--- src/rtl/esd_pkg.sv ---
// Package for the escape sequence decoder: decode modes, character codes
// and the UTF-8 encoder. No dependencies.
package esd_pkg;

  typedef logic [7:0] byte_t;

  typedef enum logic [1:0] {
    MODE_PLAIN = 2'd0,
    MODE_ESC   = 2'd1,
    MODE_HEX   = 2'd2
  } mode_t;

  localparam int MaxResults = 3;

  localparam byte_t CH_BSLASH = 8'h5C;
  localparam byte_t CH_MINUS  = 8'h2D;
  localparam byte_t CH_N      = 8'h6E;
  localparam byte_t CH_R      = 8'h72;
  localparam byte_t CH_T      = 8'h74;
  localparam byte_t CH_E      = 8'h65;
  localparam byte_t CH_U      = 8'h75;
  localparam byte_t CODE_LF   = 8'h0A;
  localparam byte_t CODE_CR   = 8'h0D;
  localparam byte_t CODE_TAB  = 8'h09;
  localparam byte_t CODE_ESC  = 8'h1B;

  localparam logic [15:0] REPLACEMENT = 16'hFFFD;

  // Up to three result bytes, first in b[0]
  typedef struct packed {
    logic [1:0] cnt;
    byte_t [2:0] b;
  } burst_t;

  function automatic burst_t utf8_encode(input logic [15:0] cp);
    burst_t r;
    r = '0;
    if (cp < 16'h0080) begin
      r.cnt  = 2'd1;
      r.b[0] = cp[7:0];
    end else if (cp < 16'h0800) begin
      r.cnt  = 2'd2;
      r.b[0] = {3'b110, cp[10:6]};
      r.b[1] = {2'b10, cp[5:0]};
    end else begin
      r.cnt  = 2'd3;
      r.b[0] = {4'b1110, cp[15:12]};
      r.b[1] = {2'b10, cp[11:6]};
      r.b[2] = {2'b10, cp[5:0]};
    end
    return r;
  endfunction

endpackage

--- src/rtl/escape_sequence_decoder.sv ---
// Escape sequence decoder top level: decode logic and result register.
// Depends on esd_pkg.

// Decodes backslash escapes of a quoted string, one source byte per
// transaction on the in_ channel, and returns the decoded bytes on the out_
// channel with out_tlast marking the last byte caused by each source byte.
// A source byte is accepted every cycle while the output is not stalled and
// it yields at most one result byte; a \u group ending in a two- or three-byte
// UTF-8 sequence holds off the next source byte while the three-entry result
// register drains. The first result byte appears the cycle after the accept.
module escape_sequence_decoder (
  input  logic       clk,
  input  logic       rst_n,
  input  logic       in_tvalid,
  output logic       in_tready,
  input  logic [7:0] in_tdata,   // [7:0] in_byte
  input  logic       in_tlast,
  output logic       out_tvalid,
  input  logic       out_tready,
  output logic [7:0] out_tdata,  // [7:0] out_byte
  output logic       out_tlast
);

  esd_pkg::mode_t mode_r, mode_nxt;
  logic [1:0]  cnt_r, cnt_nxt;          // \u group bytes consumed
  logic [15:0] code_r, code_nxt;
  logic        neg_r, neg_nxt;
  logic        saw_r, saw_nxt;
  logic        stop_r, stop_nxt;

  logic [1:0]  res_cnt_r, res_cnt_nxt;  // result bytes still pending
  esd_pkg::byte_t [2:0] res_b_r, res_b_nxt;

  esd_pkg::burst_t burst;
  logic        in_hs, out_hs;
  logic [3:0]  digit;
  logic        is_digit;

  assign in_hs  = in_tvalid & in_tready;
  assign out_hs = out_tvalid & out_tready;

  assign in_tready  = (res_cnt_r == 2'd0) || (res_cnt_r == 2'd1 && out_tready);
  assign out_tvalid = (res_cnt_r != 2'd0);
  assign out_tdata  = res_b_r[0];
  assign out_tlast  = (res_cnt_r == 2'd1);

  always_comb begin
    is_digit = 1'b1;
    digit    = '0;
    if (in_tdata >= 8'h30 && in_tdata <= 8'h39) begin
      digit = in_tdata[3:0];
    end else if ((in_tdata >= 8'h61 && in_tdata <= 8'h66) ||
                 (in_tdata >= 8'h41 && in_tdata <= 8'h46)) begin
      digit = in_tdata[3:0] + 4'd9;
    end else begin
      is_digit = 1'b0;
    end
  end

  // Next state and burst for the byte at the input
  always_comb begin
    mode_nxt = mode_r;
    cnt_nxt  = cnt_r;
    code_nxt = code_r;
    neg_nxt  = neg_r;
    saw_nxt  = saw_r;
    stop_nxt = stop_r;
    burst    = '0;
    case (mode_r)
      esd_pkg::MODE_ESC: begin
        mode_nxt = esd_pkg::MODE_PLAIN;
        burst.cnt = 2'd1;
        case (in_tdata)
          esd_pkg::CH_N: burst.b[0] = esd_pkg::CODE_LF;
          esd_pkg::CH_R: burst.b[0] = esd_pkg::CODE_CR;
          esd_pkg::CH_T: burst.b[0] = esd_pkg::CODE_TAB;
          esd_pkg::CH_E: burst.b[0] = esd_pkg::CODE_ESC;
          esd_pkg::CH_U: begin
            cnt_nxt  = '0;
            code_nxt = '0;
            neg_nxt  = 1'b0;
            saw_nxt  = 1'b0;
            stop_nxt = 1'b0;
            if (in_tlast) begin
              burst = esd_pkg::utf8_encode(esd_pkg::REPLACEMENT);
            end else begin
              burst.cnt = 2'd0;
              mode_nxt  = esd_pkg::MODE_HEX;
            end
          end
          default: burst.b[0] = in_tdata;
        endcase
      end
      esd_pkg::MODE_HEX: begin
        if (!stop_r) begin
          if (cnt_r == 2'd0 && in_tdata == esd_pkg::CH_MINUS) begin
            neg_nxt = 1'b1;
          end else if (is_digit) begin
            code_nxt = {code_r[11:0], digit};
            saw_nxt  = 1'b1;
          end else begin
            stop_nxt = 1'b1;
          end
        end
        cnt_nxt = cnt_r + 2'd1;
        if (cnt_r == 2'd3 || in_tlast) begin
          mode_nxt = esd_pkg::MODE_PLAIN;
          if (cnt_r != 2'd3 || !saw_nxt) begin
            // group cut short, or no digits at all
            burst = esd_pkg::utf8_encode(esd_pkg::REPLACEMENT);
          end else if (neg_nxt) begin
            burst.cnt  = 2'd1;
            burst.b[0] = 8'd0 - code_nxt[7:0];
          end else begin
            burst = esd_pkg::utf8_encode(code_nxt);
          end
        end
      end
      default: begin
        mode_nxt = esd_pkg::MODE_PLAIN;
        if (in_tdata == esd_pkg::CH_BSLASH) begin
          if (!in_tlast) mode_nxt = esd_pkg::MODE_ESC;
        end else begin
          burst.cnt  = 2'd1;
          burst.b[0] = in_tdata;
        end
      end
    endcase
    if (mode_nxt != esd_pkg::MODE_HEX || in_tlast) begin
      mode_nxt = (mode_nxt == esd_pkg::MODE_ESC && !in_tlast) ? esd_pkg::MODE_ESC
                                                              : esd_pkg::MODE_PLAIN;
      cnt_nxt  = '0;
    end
  end

  // Result register: loads a burst, shifts one byte out per transaction
  always_comb begin
    res_cnt_nxt = res_cnt_r;
    res_b_nxt   = res_b_r;
    if (in_hs) begin
      res_cnt_nxt = burst.cnt;
      res_b_nxt   = burst.b;
    end else if (out_hs) begin
      res_cnt_nxt = res_cnt_r - 2'd1;
      res_b_nxt   = {res_b_r[2], res_b_r[2], res_b_r[1]};
    end
  end

  always_ff @(posedge clk) begin
    if (!rst_n) begin
      mode_r    <= esd_pkg::MODE_PLAIN;
      cnt_r     <= '0;
      code_r    <= '0;
      neg_r     <= 1'b0;
      saw_r     <= 1'b0;
      stop_r    <= 1'b0;
      res_cnt_r <= '0;
    end else begin
      res_cnt_r <= res_cnt_nxt;
      if (in_hs) begin
        mode_r <= mode_nxt;
        cnt_r  <= cnt_nxt;
        // hex accumulator is cleared whenever a group starts or ends
        if (mode_nxt == esd_pkg::MODE_HEX) begin
          code_r <= code_nxt;
          neg_r  <= neg_nxt;
          saw_r  <= saw_nxt;
          stop_r <= stop_nxt;
        end else begin
          code_r <= '0;
          neg_r  <= 1'b0;
          saw_r  <= 1'b0;
          stop_r <= 1'b0;
        end
      end
    end
  end

  always_ff @(posedge clk) begin
    res_b_r <= res_b_nxt;
  end

endmodule

--- config.mk ---
export PLATFORM = sky130hd
export DESIGN_NAME = escape_sequence_decoder
export DESIGN_NICKNAME = d
export VERILOG_FILES = /design/src/rtl/esd_pkg.sv /design/src/rtl/escape_sequence_decoder.sv
export SDC_FILE = /design/constraint.sdc
export NUM_CORES = 1
export LEC_CHECK = 0
export ABC_AREA = 1
export BUFFER_PORTS_ARGS = -buffer_cell sky130_fd_sc_hd__buf_4
export CORE_MARGIN = 5
export CORE_UTILIZATION = 25
export CTS_BUF_LIST = sky130_fd_sc_hd__clkbuf_8
export DETAILED_ROUTE_END_ITERATION = 10
export GPL_ROUTABILITY_DRIVEN = 0
export HOLD_SLACK_MARGIN = 0.03
export PLACE_DENSITY = 0.47
export SYNTH_ARGS = -nofsm -noshare
export SYNTH_HDL_FRONTEND = slang
export SYNTH_SLANG_ARGS = --single-unit
--- constraint.sdc ---
create_clock -name clk -period 8.89 [get_ports clk]
set_clock_uncertainty 0.2 [all_clocks]
set_input_delay 1.778 -clock clk [delete_from_list [all_inputs] [get_ports clk]]
set_output_delay 1.778 -clock clk [all_outputs]
set_load 0.1 [all_outputs]
==> summary.md <==
For the worst setup path, the data arrival time is 4340 ps. Kind of start point of the critical path: an input port. For this run, the post-layout net count is 555. The run gives 22 as the largest net degree at the start of global routing. The number of pins exceeding their max-slew limit in the final report was 0. The count of different cell masters after synthesis was 43; the horizontal extent of the die was 128.3 um.

The number of register bits inferred by synthesis was 47. The synthesized netlist cell count came out at 517. Commonest register cell after synthesis: sky130_fd_sc_hd__dfxtp_1. The logs give 712 for the filler-free cell count of the finished design and 43 for the site row count. For this run, the detailed router's first-pass iteration total came to 5. In this run, CTS created clock tree buffers numbering 5. STA classifies the critical path endpoint as a flip-flop. The die covers 0.01645 sq mm. For the count of cells resized by post-cts repair, the log shows 0.

The post-placement cell count was 704; the routed wire length per instance was 14.11 um. After legalization and detailed placement, the total HPWL measured 8.057 mm. The largest stage delay on the critical path was 420 ps. The cell with the largest stage delay on the worst path was sky130_fd_sc_hd__nor2_1.

The worst setup path is of the input port to flip-flop kind. For the synthesis warning total, the log shows 0. The path with the worst hold slack has its endpoint at code_r[6]. The detailed-route via count was 3367. Start point of the worst hold path: code_r[6]. TritonCTS built the clock tree. Via-per-instance ratio: 4.729. Post-CTS timing repair inserted 0 buffers for setup.

STA puts the critical path data required time at 8740 ps. The count of buffering cells on the critical path with inverters included is 5, and the count of hold buffers inserted by post-cts repair is 0. The number of nets with antenna violations after routing was 0; the number of I/O pins was 24. In this run the vertical extent of the chip is 128.3 um. The tools report the first-pass GRT wire length as 16.48 mm. The tree built by TritonCTS fans out to 47 sinks. The tool flagged a number of max-cap violations equal to 0.

The number of antenna diodes in the final layout is 0. The run gives 0.1254 as the global-route usage over all layers. The mapped netlist covers 0.003497 sq mm.

The combined area of the multi-input logic cells is 0.001913 sq mm. The total overflow left after global routing is 0. The run gives 0 as the number of antenna violations at the first check in global routing. The total setup violations reported at the end of the flow was 0; the number of global-route vias before repair was 3223. The post-synthesis to final-layout area growth came out at 12.20%. Counting flops with a built-in enable in the synthesized netlist gives 22.

Number of cells on the worst hold path: 2. The worst min-delay path category was flip-flop to flip-flop. The highest net fanout along the worst path is 20. The shortest clock period the worst path allows after layout came out at 4496 ps.

On the critical path the largest part of the delay comes from simple AND/OR/NAND/NOR gates. The endpoint identified for the worst register-to-register timing path is res_b_r[19]. Walking the worst path, the cells encountered are buf_4, inv_1, ha_1, inv_1, nand2_1, nand2_1, nand2_2, nand2_4, nand2_4, nand2_4, inv_2, nor2_1, nor2_1, inv_2, nor2_1, a21oi_1. At the later pin of the worst-skew pair, clock insertion delay measures 310 ps. For the combined flip-flop and latch cell area, the log shows 0.001161 sq mm.

The count of fill cells added during filler insertion came out at 1524. In this run, the number of DRC markers left after iteration 0 of detailed routing was 200. The tree is rooted in a sky130_fd_sc_hd__clkbuf_8. Input and output buffers added on the ports amount to 23. Timing would allow up to 222.4 MHz. The floorplan step defined a core boundary enclosing 0.01377 sq mm.

The number of hold violations in the final report was 0. Setup repair after global routing left no endpoint under its margin. When the netlist entered floorplanning its net count stood at 541. The sequential cell area fraction in the yosys report was 0.3320; the reg-to-reg setup timing slack was 5870 ps. The final worst-path cycle share was 0.5057.

The flow ran to the end, and the final reports show no timing, DRC or antenna violations. The initial standard-cell utilization of the core is 0.2539, and the fraction of layout cells with a size suffix above 1 is 0.1410. For this design the static power due to leakage is 1.761 nW. At the pin with the least slew margin, the transition time is 791.6 ps. The startpoint of the lowest-slack register-to-register path is res_cnt_r[0]. The wire length reported by the detailed router is 10.05 mm, and the fraction of registers with async set or reset after synthesis is 0. Dividing the synthesized area by the synthesized cell count gives 6.764 sq um. For this design the ratio of total power to cell area is 265.0 mW/mm^2. IR analysis of the VDD net gives a maximum drop of 107.9 uV.

The logic depth of the worst register-to-register path is 15. The clock transition at the register clock pins on the worst setup and hold paths after CTS is 100 ps, and the number of H-tree branching levels is 2. For the maximum clock insertion buffer count, the log shows 2. The worst relative slew slack was 0.4674; the DRC violation count after routing was 0.

Adding up every negative setup slack in the final design gives 0 ps.
## worst max path at each step
stage / from / endpoint / slack [ps] / cells after the start
after floorplan: out_tready / in_tready / 4390 / 2
after global placement: in_tdata[0] / out_tdata[6] / 4000 / 20
after detailed placement: in_tdata[0] / res_b_r[21] / 4050 / 16
after CTS: in_tdata[0] / res_b_r[21] / 4390 / 16
after global routing: in_tdata[0] / out_tdata[2] / 4130 / 20
final: in_tdata[0] / res_b_r[19] / 4390 / 16
## where the power goes
part	internal, mW	total, mW	switching (mW)
Sequential	0.299	0.318	0.0194
Clock	0.114	0.195	0.0805
Combinational	0.113	0.527	0.414
## final cells by class
class | instances | area share
Multi-Input combinational cell | 372 | 0.4876
Clock inverter | 3 | 0.01818
Clock buffer | 5 | 0.01754
Inverter | 81 | 0.07749
Sequential cell | 47 | 0.2959
Timing Repair Buffer | 24 | 0.04592
Tap cell | 180 | 0.05740
## layer usage
metal	wire length [um]	global-route usage	share of wire	vias to the layer above
li1	-	-	-	1698
met1	4432	0.1582	0.44	1550
met2	4897	0.2173	0.49	104
met3	495	0.02042	0.049	15
met4	223	0.03995	0.022	0
met5	0	0	0	-
## Yosys cell counts, types with 2 or more instances
cell type | instances | area, sq um
sky130_fd_sc_hd__nor2_4 | 3 | 33.78
sky130_fd_sc_hd__a211oi_1 | 4 | 30.03
sky130_fd_sc_hd__buf_4 | 9 | 67.56
sky130_fd_sc_hd__nand2_2 | 12 | 75.07
sky130_fd_sc_hd__nor4_1 | 2 | 12.51
sky130_fd_sc_hd__nand4_1 | 4 | 25.02
sky130_fd_sc_hd__nor2_1 | 42 | 157.7
sky130_fd_sc_hd__o21bai_1 | 2 | 15.01
sky130_fd_sc_hd__nand2_4 | 5 | 56.30
sky130_fd_sc_hd__clkinv_1 | 2 | 7.510
sky130_fd_sc_hd__nor2_2 | 4 | 25.02
sky130_fd_sc_hd__nand3_1 | 32 | 160.2
sky130_fd_sc_hd__a21oi_1 | 49 | 245.2
sky130_fd_sc_hd__o211ai_1 | 3 | 22.52
sky130_fd_sc_hd__ha_1 | 11 | 137.6
sky130_fd_sc_hd__dfxtp_1 | 25 | 500.5
sky130_fd_sc_hd__inv_2 | 8 | 30.03
sky130_fd_sc_hd__nand3_2 | 5 | 50.05
sky130_fd_sc_hd__o21ai_2 | 3 | 26.28
sky130_fd_sc_hd__inv_1 | 71 | 266.5
sky130_fd_sc_hd__o31ai_1 | 2 | 15.01
sky130_fd_sc_hd__a31oi_1 | 4 | 25.02
sky130_fd_sc_hd__o21ai_1 | 5 | 25.02
sky130_fd_sc_hd__o22ai_1 | 2 | 12.51
sky130_fd_sc_hd__clkbuf_1 | 4 | 15.01
sky130_fd_sc_hd__o21ai_0 | 22 | 110.1
sky130_fd_sc_hd__buf_2 | 2 | 10.01
sky130_fd_sc_hd__edfxtp_1 | 22 | 660.6
sky130_fd_sc_hd__nand2_1 | 144 | 540.5
## logic make-up (layout without fill, tap and decap cells)
family                   count (synthesis)  in the layout  share of synthesized area
XOR/XNOR                                 2              2                   0.005010
AND/OR/NAND/NOR                        256            256                     0.3327
buffers and inverters                   98            113                     0.1209
adder cells (fa/ha/maj)                 11             11                    0.03936
AO/OA/AOI/OAI                          103            103                     0.1699
flip-flops                              47             47                     0.3320
## tightest hold or removal path, stage by stage, from the launching register on
cell                      delay (ps)
sky130_fd_sc_hd__dfxtp_1         320
sky130_fd_sc_hd__nand2_1          60
sky130_fd_sc_hd__a21oi_1          50
## cell usage in the layout (no fill, tap or decap), types with 12 or more instances in the layout
cell and count:
sky130_fd_sc_hd__nand2_1 144, sky130_fd_sc_hd__edfxtp_1 22, sky130_fd_sc_hd__nand2_2 12, sky130_fd_sc_hd__buf_4 24, sky130_fd_sc_hd__o21ai_0 22, sky130_fd_sc_hd__inv_1 71
sky130_fd_sc_hd__dfxtp_1 25, sky130_fd_sc_hd__nor2_1 42, sky130_fd_sc_hd__a21oi_1 49, sky130_fd_sc_hd__nand3_1 32
## through the flow
| stage | util | setup slack, ps | area (sq um) | total power, mW | hold slack, ps |
|---|---|---|---|---|---|
| after floorplan | - | 4394 | 3497 | 0.7560 | 231.6 |
| after global placement | 0.2747 | 4001 | 3784 | 0.8546 | 250.7 |
| after detailed placement | 0.2747 | 4048 | 3784 | 0.8527 | 251.9 |
| after CTS | 0.2849 | 4395 | 3924 | 1.051 | 267.6 |
| after global routing | 0.2849 | 4130 | 3924 | 1.107 | 284.0 |
| final | 0.2849 | 4394 | 3924 | 1.040 | 266.4 |
## sequential cells by signal (all words and copies together), names as in the netlist
register,cells
stop_r,1
out_tdata,8
res_cnt_r,2
cnt_r,2
mode_r,2
code_r,16
res_b_r,14
saw_r,1
neg_r,1
Note: power is estimated with default switching activity, not from simulation.
